### config.mk
export PLATFORM = sky130hd
export DESIGN_NAME = serial_packet_deframer_unit
export DESIGN_NICKNAME = d
export VERILOG_FILES = /design/src/rtl/core/spd_pkg.sv /design/src/rtl/core/spd_ctrl.sv /design/src/rtl/core/spd_datapath.sv /design/src/rtl/core/serial_packet_deframer_unit.sv
export SDC_FILE = /design/constraint.sdc
export NUM_CORES = 1
export LEC_CHECK = 0
export BUFFER_PORTS_ARGS = -buffer_cell sky130_fd_sc_hd__buf_2
export CORE_UTILIZATION = 55
export CTS_BUF_LIST = sky130_fd_sc_hd__clkbuf_8
export DETAILED_ROUTE_END_ITERATION = 12
export PLACE_DENSITY = 0.72
export SLEW_MARGIN = 20
export SYNTH_ARGS = -nofsm -noshare
export SYNTH_HDL_FRONTEND = slang
export SYNTH_SLANG_ARGS = --single-unit
### constraint.sdc
create_clock -name clk -period 3.7 [get_ports clk]
set_input_delay 0.555 -clock clk [delete_from_list [all_inputs] [get_ports clk]]
set_output_delay 0.555 -clock clk [all_outputs]
set_load 0.005 [all_outputs]
### src/rtl/core/spd_pkg.sv
// ----------------------------------------------------------------------------
// spd_pkg
// Shared types and constants for the serial packet deframer.
// ----------------------------------------------------------------------------
package spd_pkg;

    localparam int          MAX_PAYLOAD_DEF  = 32;
    localparam logic [7:0]  HEADER_RESET     = 8'hAA;
    localparam logic [5:0]  MAX_LENGTH_RESET = 6'd32;

    localparam int CFG_DATA_W = 8;
    localparam int CFG_ADDR_W = 1;

    localparam logic [CFG_ADDR_W-1:0] REG_HEADER_BYTE = 1'b0;
    localparam logic [CFG_ADDR_W-1:0] REG_MAX_LENGTH  = 1'b1;

    localparam logic STATUS_GOOD     = 1'b0;
    localparam logic STATUS_MISMATCH = 1'b1;

    // controller -> datapath
    typedef struct packed {
        logic load_hdr;
        logic load_len;
        logic store_byte;
        logic check;
        logic load_err;
        logic drain_step;
    } spd_cmd_t;

    // datapath -> controller
    typedef struct packed {
        logic hdr_match;
        logic len_ok;
        logic data_done;
        logic sum_match;
        logic drain_last;
        logic out_free;
    } spd_stat_t;

endpackage

### src/rtl/core/spd_ctrl.sv
// ----------------------------------------------------------------------------
// spd_ctrl
// Frame phase sequencer: hunt, length, payload, checksum, payload drain.
// ----------------------------------------------------------------------------
module spd_ctrl
(
    input  logic              clk,
    input  logic              rst_n,
    input  logic              in_valid,
    output logic              in_ready,
    input  spd_pkg::spd_stat_t stat,
    output spd_pkg::spd_cmd_t  cmd
);

    typedef enum logic [4:0] {
        ST_HUNT  = 5'b00001,
        ST_LEN   = 5'b00010,
        ST_DATA  = 5'b00100,
        ST_SUM   = 5'b01000,
        ST_DRAIN = 5'b10000
    } state_t;

    state_t state_reg;
    state_t state_next;
    logic   in_fire;

    assign in_fire = in_valid && in_ready;

    always_comb
    begin
        state_next = state_reg;
        in_ready   = 1'b0;
        cmd        = '0;
        unique case (state_reg)
            ST_HUNT:
            begin
                in_ready = 1'b1;
                if (in_fire && stat.hdr_match)
                begin
                    cmd.load_hdr = 1'b1;
                    state_next   = ST_LEN;
                end
            end
            ST_LEN:
            begin
                in_ready = 1'b1;
                if (in_fire)
                begin
                    if (stat.len_ok)
                    begin
                        cmd.load_len = 1'b1;
                        state_next   = ST_DATA;
                    end
                    else
                    begin
                        state_next = ST_HUNT;
                    end
                end
            end
            ST_DATA:
            begin
                in_ready = 1'b1;
                if (in_fire)
                begin
                    cmd.store_byte = 1'b1;
                    if (stat.data_done)
                    begin
                        state_next = ST_SUM;
                    end
                end
            end
            ST_SUM:
            begin
                in_ready = stat.out_free;
                if (in_fire)
                begin
                    cmd.check = 1'b1;
                    if (stat.sum_match)
                    begin
                        state_next = ST_DRAIN;
                    end
                    else
                    begin
                        cmd.load_err = 1'b1;
                        state_next   = ST_HUNT;
                    end
                end
            end
            ST_DRAIN:
            begin
                if (stat.out_free)
                begin
                    cmd.drain_step = 1'b1;
                    if (stat.drain_last)
                    begin
                        state_next = ST_HUNT;
                    end
                end
            end
            default:
            begin
                state_next = ST_HUNT;
            end
        endcase
    end

    always_ff @(posedge clk or negedge rst_n)
    begin
        if (!rst_n)
        begin
            state_reg <= ST_HUNT;
        end
        else
        begin
            state_reg <= state_next;
        end
    end

endmodule

### src/rtl/core/spd_datapath.sv
// ----------------------------------------------------------------------------
// spd_datapath
// Config registers, length/count/sum registers, payload store, result register.
// ----------------------------------------------------------------------------
module spd_datapath
#(
    parameter int MAX_PAYLOAD = spd_pkg::MAX_PAYLOAD_DEF
)
(
    input  logic                            clk,
    input  logic                            rst_n,
    input  logic                            cfg_wr_en,
    input  logic [spd_pkg::CFG_ADDR_W-1:0]  cfg_addr,
    input  logic [spd_pkg::CFG_DATA_W-1:0]  cfg_wdata,
    input  logic [7:0]                      rx_byte,
    input  spd_pkg::spd_cmd_t               cmd,
    output spd_pkg::spd_stat_t              stat,
    output logic                            out_valid,
    input  logic                            out_ready,
    output logic                            out_status,
    output logic [7:0]                      out_payload,
    output logic [4:0]                      out_pos,
    output logic [5:0]                      out_len,
    output logic                            out_last
);

    localparam int ADDR_W = (MAX_PAYLOAD > 1) ? $clog2(MAX_PAYLOAD) : 1;

    logic [7:0] header_reg;
    logic [5:0] max_len_reg;
    logic [5:0] expected_len_reg;
    logic [5:0] byte_count_reg;
    logic [7:0] running_sum_reg;
    logic [5:0] rd_cnt_reg;
    logic       out_valid_reg;
    logic       out_status_reg;
    logic [7:0] out_payload_reg;
    logic [4:0] out_pos_reg;
    logic [5:0] out_len_reg;
    logic       out_last_reg;

    logic [7:0] mem [MAX_PAYLOAD];

    logic [5:0] count_inc;
    logic [5:0] rd_inc;
    logic       store_en;
    logic       load_err_q;
    logic       drain_q;

    assign count_inc = byte_count_reg + 6'd1;
    assign rd_inc    = rd_cnt_reg + 6'd1;
    assign store_en  = cmd.store_byte && ({1'b0, byte_count_reg} < 7'(MAX_PAYLOAD));
    assign load_err_q = cmd.load_err;
    assign drain_q    = cmd.drain_step;

    always_comb
    begin
        stat.hdr_match  = (rx_byte == header_reg);
        stat.len_ok     = (rx_byte != 8'd0) && (rx_byte <= {2'b00, max_len_reg})
                          && (rx_byte <= 8'(MAX_PAYLOAD));
        stat.data_done  = (count_inc >= expected_len_reg);
        stat.sum_match  = (rx_byte == running_sum_reg);
        stat.drain_last = (rd_inc >= expected_len_reg);
        stat.out_free   = !out_valid_reg || out_ready;
    end

    always_ff @(posedge clk or negedge rst_n)
    begin
        if (!rst_n)
        begin
            header_reg       <= spd_pkg::HEADER_RESET;
            max_len_reg      <= spd_pkg::MAX_LENGTH_RESET;
            expected_len_reg <= '0;
            byte_count_reg   <= '0;
            running_sum_reg  <= '0;
            rd_cnt_reg       <= '0;
            out_valid_reg    <= 1'b0;
        end
        else
        begin
            if (cfg_wr_en)
            begin
                unique case (cfg_addr)
                    spd_pkg::REG_HEADER_BYTE: header_reg  <= cfg_wdata;
                    spd_pkg::REG_MAX_LENGTH:  max_len_reg <= cfg_wdata[5:0];
                    default: ;
                endcase
            end

            if (cmd.load_hdr)
            begin
                running_sum_reg <= rx_byte;
            end
            else if (cmd.load_len)
            begin
                expected_len_reg <= rx_byte[5:0];
                byte_count_reg   <= '0;
                running_sum_reg  <= running_sum_reg + rx_byte;
            end
            else if (cmd.store_byte)
            begin
                byte_count_reg  <= count_inc;
                running_sum_reg <= running_sum_reg + rx_byte;
            end
            else if (cmd.check)
            begin
                byte_count_reg  <= '0;
                running_sum_reg <= '0;
            end

            if (cmd.check)
            begin
                rd_cnt_reg <= '0;
            end
            else if (drain_q)
            begin
                rd_cnt_reg <= rd_inc;
            end

            if (load_err_q || drain_q)
            begin
                out_valid_reg <= 1'b1;
            end
            else if (out_ready)
            begin
                out_valid_reg <= 1'b0;
            end
        end
    end

    // payload store and registered read into the result register
    always_ff @(posedge clk)
    begin
        if (store_en)
        begin
            mem[byte_count_reg[ADDR_W-1:0]] <= rx_byte;
        end
        if (load_err_q)
        begin
            out_status_reg  <= spd_pkg::STATUS_MISMATCH;
            out_payload_reg <= '0;
            out_pos_reg     <= '0;
            out_len_reg     <= expected_len_reg;
            out_last_reg    <= 1'b1;
        end
        else if (drain_q)
        begin
            out_status_reg  <= spd_pkg::STATUS_GOOD;
            out_payload_reg <= mem[rd_cnt_reg[ADDR_W-1:0]];
            out_pos_reg     <= rd_cnt_reg[4:0];
            out_len_reg     <= expected_len_reg;
            out_last_reg    <= (rd_inc == expected_len_reg);
        end
    end

    assign out_valid   = out_valid_reg;
    assign out_status  = out_status_reg;
    assign out_payload = out_payload_reg;
    assign out_pos     = out_pos_reg;
    assign out_len     = out_len_reg;
    assign out_last    = out_last_reg;

endmodule

### src/rtl/core/serial_packet_deframer_unit.sv
// ----------------------------------------------------------------------------
// serial_packet_deframer_unit
// Header / length / payload / sum8 checksum deframer on byte streams.
// ----------------------------------------------------------------------------
// Header, length and payload bytes are taken one per cycle. The checksum byte
// is taken once the result register is free. A good frame of N payload bytes
// is then drained from the payload store at one store read per cycle, with the
// input held off; downstream stalls stretch this. A bad checksum gives a single
// result with tuser set and no drain. The last result of a run may still wait
// in the result register while hunting resumes.
module serial_packet_deframer_unit
#(
    parameter int MAX_PAYLOAD = spd_pkg::MAX_PAYLOAD_DEF
)
(
    input  logic                           clk,
    input  logic                           rst_n,
    input  logic                           cfg_wr_en,
    input  logic [spd_pkg::CFG_ADDR_W-1:0] cfg_addr,
    input  logic [spd_pkg::CFG_DATA_W-1:0] cfg_wdata,
    input  logic                           s_axis_tvalid,
    output logic                           s_axis_tready,
    input  logic [7:0]                     s_axis_tdata,  // rx_byte
    output logic                           m_axis_tvalid,
    input  logic                           m_axis_tready,
    output logic [23:0]                    m_axis_tdata,  // payload_byte, byte_position, frame_length
    output logic                           m_axis_tuser,  // status
    output logic                           m_axis_tlast
);

    spd_pkg::spd_cmd_t  cmd;
    spd_pkg::spd_stat_t stat;
    logic [7:0]         out_payload;
    logic [4:0]         out_pos;
    logic [5:0]         out_len;

    spd_ctrl u_ctrl
    (
        .clk      (clk),
        .rst_n    (rst_n),
        .in_valid (s_axis_tvalid),
        .in_ready (s_axis_tready),
        .stat     (stat),
        .cmd      (cmd)
    );

    spd_datapath
    #(
        .MAX_PAYLOAD (MAX_PAYLOAD)
    )
    u_datapath
    (
        .clk         (clk),
        .rst_n       (rst_n),
        .cfg_wr_en   (cfg_wr_en),
        .cfg_addr    (cfg_addr),
        .cfg_wdata   (cfg_wdata),
        .rx_byte     (s_axis_tdata),
        .cmd         (cmd),
        .stat        (stat),
        .out_valid   (m_axis_tvalid),
        .out_ready   (m_axis_tready),
        .out_status  (m_axis_tuser),
        .out_payload (out_payload),
        .out_pos     (out_pos),
        .out_len     (out_len),
        .out_last    (m_axis_tlast)
    );

    assign m_axis_tdata = {5'b00000, out_len, out_pos, out_payload};

    a_err_shape: assert property (@(posedge clk) disable iff (!rst_n)
        (m_axis_tvalid && m_axis_tuser) |->
            (m_axis_tlast && m_axis_tdata[12:0] == 13'd0))
        else $error("mismatch result not a zeroed single-item run");

    a_last_pos: assert property (@(posedge clk) disable iff (!rst_n)
        (m_axis_tvalid && !m_axis_tuser && m_axis_tlast) |->
            (5'(m_axis_tdata[12:8] + 5'd1) == m_axis_tdata[17:13]))
        else $error("last payload result at wrong position");

    a_len_nonzero: assert property (@(posedge clk) disable iff (!rst_n)
        m_axis_tvalid |-> (m_axis_tdata[18:13] != 6'd0))
        else $error("result with zero frame length");

    a_drain_gapless: assert property (@(posedge clk) disable iff (!rst_n)
        (m_axis_tvalid && m_axis_tready && !m_axis_tuser && !m_axis_tlast)
            |=> m_axis_tvalid)
        else $error("payload drain left a gap");

    a_no_input_in_drain: assert property (@(posedge clk) disable iff (!rst_n)
        (m_axis_tvalid && !m_axis_tuser && !m_axis_tlast) |-> !s_axis_tready)
        else $error("input taken while a payload run is incomplete");

endmodule
# --- Word-level counts from Yosys, hierarchy flattened ---
# Memories as Yosys holds them, arrays and structs flattened. A register that Yosys moved wholly into a read port is not among the register bits.
# Cells that the tools add are included.
totals:
  ram_bits: 256
  n_memories: 1
  elab_cells: 96
  output_inout_bits: 28
  reg_bits: 59
memory_table:
  columns: ["name", "depth", "word_bits", "read_ports", "rd_clocked_by_memory_dff", "write_ports", "line", "text"]
  rows:
  - ["u_datapath.mem", 32, 8, 1, 1, 1, "spd_datapath.sv:42", "logic [7:0] mem [MAX_PAYLOAD];"]
classes:
  n_addsub: 3
  n_bitwise: 2
  n_eq_ne: 15
  muxes: 38
  order_cmp: 5
  n_reduce_logical: 20
op_table:
  columns: ["op", "count"]
  rows:
  - ["6-bit two-way mux", 7]
  - ["5-bit two-way mux", 8]
  - ["8-bit two-way mux", 4]
  - ["5-bit case mux with 5 select lines", 1]
  - ["8-bit equality test", 2]
  - ["1-bit two-way mux", 14]
  - ["6-bit by 1-bit adder with 6-bit output, second input constant", 2]
  - ["6-bit greater-or-equal comparator", 2]
  - ["8-bit adder", 1]
  - ["8-bit by 6-bit <= comparator with 1-bit output", 1]
  - ["8-bit by 6-bit <= comparator with 1-bit output, second input constant", 1]
  - ["2-bit by 1-bit != test with 1-bit output, second input constant", 4]
  - ["2-bit AND reduction", 4]
  - ["8-bit nonzero test", 1]
  - ["7-bit AND reduction", 1]
  - ["6-bit equality test", 1]
  - ["6-bit less-than comparator, second input constant", 1]
  - ["2-bit != test, second input constant", 3]
  - ["2-bit nonzero test", 3]
  - ["5-bit by 1-bit equality test with 1-bit output, second input constant", 1]
  - ["5-bit by 2-bit equality test with 1-bit output, second input constant", 1]
  - ["5-bit by 3-bit equality test with 1-bit output, second input constant", 1]
  - ["5-bit by 4-bit equality test with 1-bit output, second input constant", 1]
  - ["5-bit equality test, second input constant", 1]
  - ["other kinds (10)", 17]

# --- Logic depth before layout (Yosys ltp) ---
depth:
  ltp_word: 10
  depth_mapped: 13
  depth_no_buf: 10

# --- Cells and area by module ---
# Synthesis repeated with hierarchy kept, for this count alone.
hier_totals:
  cells_unflattened: 858
  hier_area_um2: 13853.3
by_module_without_submodules:
  columns: ["mod", "area_per_inst_um2", "seq_area_each_um2", "instances", "cells_per_inst"]
  rows:
  - ["spd_datapath", 13376.6, 9200.1, 1, 801]
  - ["spd_ctrl", 435.4, 126.4, 1, 51]
  - ["serial_packet_deframer_unit", 41.3, 0.0, 1, 6]

# --- Least setup slack after synthesis ---
# Ideal clock, no wire load.
synth_path:
  path_type: "reg2reg"
  start: "register u_datapath.rd_cnt_reg[1]"
  end: "register u_ctrl.state_reg[4]"
  arrival_ns: 2.736
  synth_period_minus_slack_ns: 2.854
  path_stages_with_launch: 14
  required_time_ns: 3.582
  setup_time_ns: 0.118
  setup_slack_ns: 0.846
  path_buffers: 3
  cell_sequence: "dfrtp_1 clkbuf_1 clkbuf_1 clkbuf_1 and3_1 nand3_1 xnor2_1 ha_1 a211oi_1 o21ai_0 a31oi_1 nor2b_1 and2_1 a21o_1"
synth_via:
  elab_chain_len: 4
synth_rtl:
  columns: ["element", "line", "text"]
  rows:
  - ["start: declaration", "spd_datapath.sv:34", "logic [5:0] rd_cnt_reg;"]
  - ["start signal: assignment", "spd_datapath.sv:117", "rd_cnt_reg <= rd_inc;"]
  - ["6-bit by 1-bit adder with 6-bit output", "spd_datapath.sv:51", "assign rd_inc = rd_cnt_reg + 6'd1;"]
  - ["6-bit greater-or-equal comparator", "spd_datapath.sv:63", "stat.drain_last = (rd_inc >= expected_len_reg);"]
  - ["2-bit != test (no line)", null, null]
  - ["7-bit AND reduction (no line)", null, null]
  - ["end signal: assignment", "spd_ctrl.sv:115", "state_reg <= state_next;"]
  - ["end: declaration", "spd_ctrl.sv:23", "state_t state_reg;"]
# No other way between the ends.
# A chain may end at the register's enable or synchronous reset.

# --- Worst setup path in the final report ---
layout_path:
  start: "register u_ctrl.state_reg[4]"
  end: "memory u_datapath.mem[30][6] (enable)"
layout_via:
  elab_chain_len: 9
  word_cells_on_any_way: 12
  classes_between: "eq/ne: 4; mux: 5; reduce/logical: 3"
layout_rtl:
  columns: ["element", "line", "text"]
  rows:
  - ["5-bit by 1-bit equality test with 1-bit output, or another cell as far along", "spd_ctrl.sv:34", "unique case (state_reg)"]
  - ["3-bit OR reduction (no line)", null, null]
  - ["1-bit case mux with 2 select lines", "spd_ctrl.sv:34", null]
  - ["1-bit logical AND", "spd_ctrl.sv:27", "assign in_fire = in_valid && in_ready;"]
  - ["1-bit two-way mux", "spd_ctrl.sv:63", "if (in_fire)"]
  - ["1-bit two-way mux *", "spd_ctrl.sv:34", null]
  - ["1-bit logical AND *", "spd_datapath.sv:52", "assign store_en = cmd.store_byte && ({1'b0, byte_count_reg} < 7'(MAX_PAYLOAD));"]
  - ["1-bit two-way mux *", "spd_datapath.sv:134", "if (store_en)"]
  - ["1-bit two-way mux (implied by the code) *", "spd_datapath.sv:136", "mem[byte_count_reg[ADDR_W-1:0]] <= rx_byte;"]
  - ["end: declaration", "spd_datapath.sv:42", null]
# Mark *: on every way between the ends. The rest lies on a longest branch, timed or not.

==> impl_metrics.tcl <==
set metrics [dict create \
    status "complete, but fails checks" \
    violations "negative hold slack" \
    r2r_end "u_datapath.mem[30][6]" \
    synth-edff-count 262 \
    grt_pass1_wl_um 45830 \
    die_w_um 159.6 \
    critical_path_class "reg2reg" \
    critical_path.endpoint "u_datapath.mem[30][6]" \
    drv_slew 0 \
    drtAntennaViolNets 0 \
    setup-tns-final_ns 0 \
    r2r-start "u_ctrl.state_reg[4]" \
    largest_reg_flops 256 \
    synth.area.top_cells "edfxtp_1, mux4_2, dfrtp_1" \
    grt_max_degree 66 \
    antenna_found_initial 0 \
    core_um2 24320 \
    num_io_pins 50 \
    gp_congestion 0.8088 \
    grt_usage 0.2412 \
    yosysUniqueCellTypes 56 \
    nets 936 \
    finalSetupViolations 0 \
    hold_slack_ns -0.004895 \
    drcViolationCount 0 \
    synthCells 790 \
    rows 57 \
    cts.clk_slew.worst_paths_ns 0.06 \
    fill_cells 1690 \
    critPathLaunch "u_ctrl.state_reg[4]" \
    wl_per_cell_um 23.48 \
    relSlewSlack 0.4575 \
    clkSinkCount 323 \
    placed_area_um2 14390 \
    crit_cells 6 \
    seq_area_frac_synth 0.6829 \
    die_y_um 159.6 \
    post_cts.repair.setup_buffers 0 \
    synth_top_cell_by_area "edfxtp_1" \
    async_reset_ff_frac 0.1424 \
    p_leak_nw 5.369 \
    crit_family "simple AND/OR/NAND/NOR gates" \
    worstSetupEndpointType "register" \
    period_share 0.8140 \
    hp-class "in2async" \
    synth_most_common_cell "edfxtp_1" \
    yosysWarnings 0 \
    dieArea_um2 25470 \
    power_density_nw_per_um2 482.1 \
    clock_path_buffers 3 \
    via_per_inst 5.971 \
    max_stage_delay_ns 0.70 \
    wirelength_um 29250 \
    cts-root-buf "clkbuf_8" \
    cts_buffers 49 \
    hpwl_um 19150 \
    rrSetupSlack_ns 0.69 \
    n_antenna_cell 0 \
    htree_levels 2 \
    dp_worst_setup_slack_ns 0.7120 \
    rsz0062_at_grt "no" \
    fin_area_um2 15350 \
    rr_worst_depth 6 \
    cts_tree "done" \
    finClkSkew_ns 0.02580 \
    synth_top_cell_area_share 0.5760 \
    fin_crit_ns 3.012 \
    cap_violations 0 \
    syn-cell-area_um2 13660 \
    start_kind "register" \
    areaGrowthSynthToFinish_pct 12.42 \
    dr.pass1.iters 5 \
    start_util 0.5616 \
    io_buffers 44 \
    timing.fmax_mhz 332.0 \
    path_buf_inv 1 \
    grt_overflow 0 \
    critPathSlowestCell "nor2_1" \
    ys_top_cells_by_count "edfxtp_1, mux4_2, nor2_1" \
    post_route_cells_drive_above_1_share 0.2831 \
    path_common_cell "nor2_1" \
    cp_data_required_time_ns 3.89 \
    cts_resized 0 \
    path_max_fanout 12 \
    hold_viol_final 6 \
    fin_ws_ns 0.6882 \
    yosys_register_bits 323 \
    worst_pin_slew_ns 0.8108 \
    path_cells "nor4_1, nand3_1, buf_4, nor2_1, nand2_1, nor2_1" \
    cts_hold_buffers 0 \
    synthFlopType "edfxtp_1" \
    ir_drop_mv 0.3129 \
    avgSynthCellArea_um2 17.29 \
    clock_latency_ns 0.57 \
    drtIter0Drc 675 \
    vias 7440 \
    arrival_ns 3.20 \
    grt_pass1_vias 7824 \
]
-- through the flow --
step,std cells,total power [mW],util
after floorplan,794,4.446,-
after CTS,1246,7.456,0.6313
final,1246,7.402,0.6314
after global placement,1156,4.639,0.5919
after global routing,1246,7.675,0.6314
after detailed placement,1156,4.672,0.5919
-- kinds of logic (layout without fill, tap and decap cells) --
group                    after synthesis  count (layout)  share of synthesized area
AND/OR/NAND/NOR                      165             165                    0.05772
buffers and inverters                 62             190                    0.02153
AO/OA/AOI/OAI                         72              72                    0.03655
multiplexers                         108             108                     0.1542
flip-flops                           323             323                     0.6829
XOR/XNOR                              28              28                    0.01796
adder cells (fa/ha/maj)               31              31                    0.02895
other                                  1               5                  0.0002746
-- power breakdown --
| part | switching, mW | internal (mW) | leakage [nW] |
|---|---|---|---|
| combinational | 0.285 | 0.209 | 1.72 |
| clock | 1.30 | 1.49 | 0.572 |
| sequential | 0.0716 | 4.04 | 3.07 |
-- cell type report --
class,count,area [um2],area share
Timing Repair Buffer,83,540.5,0.03520
Inverter,17,63.81,0.004156
Clock buffer,58,798.3,0.05199
Sequential cell,323,9331,0.6077
Clock inverter,32,160.2,0.01043
Multi-Input combinational cell,409,4055,0.2641
Tap cell,324,405.4,0.02640
-- routing by layer --
| layer | track usage | wire length [um] | up-vias |
|---|---|---|---|
| met4 | 0.07343 | 705 | 0 |
| met1 | 0.3244 | 11940 | 3809 |
| li1 | - | - | 3297 |
| met3 | 0.04402 | 1900 | 54 |
| met2 | 0.4037 | 14710 | 280 |
| met5 | 0 | 0 | - |
-- cell usage in the layout, fill, tap and decap left out, types with 7 or more instances in the layout --
cell	count
mux2_2	19
buf_4	38
dfxtp_1	15
mux2i_1	9
ha_1	30
a21oi_1	17
edfxtp_1	262
inv_1	39
nand2_1	42
xnor2_1	9
o211ai_1	9
nand3_1	14
clkbuf_8	58
xor2_1	19
o21ai_0	10
dfrtp_1	38
nor4_1	7
buf_2	43
nor2_1	56
a211oi_1	11
mux4_2	80
nand4_1	11
-- worst min path at each step --
stage / cells after the start / to / startpoint / slack (ns)
after floorplan: 0 / u_ctrl.state_reg[1] / rst_n / 0.26
after global placement: 2 / u_datapath.out_status / u_datapath.out_status / 0.44
after detailed placement: 2 / u_datapath.out_pos[3] / u_datapath.out_pos[3] / 0.46
after CTS: 2 / u_datapath.header_reg[7] / cfg_wdata[7] / 0.20
after global routing: 1 / u_datapath.out_valid / rst_n / 0.02
final: 1 / u_datapath.out_valid / rst_n / -0.005
Note: power is estimated with default switching activity, not from simulation.
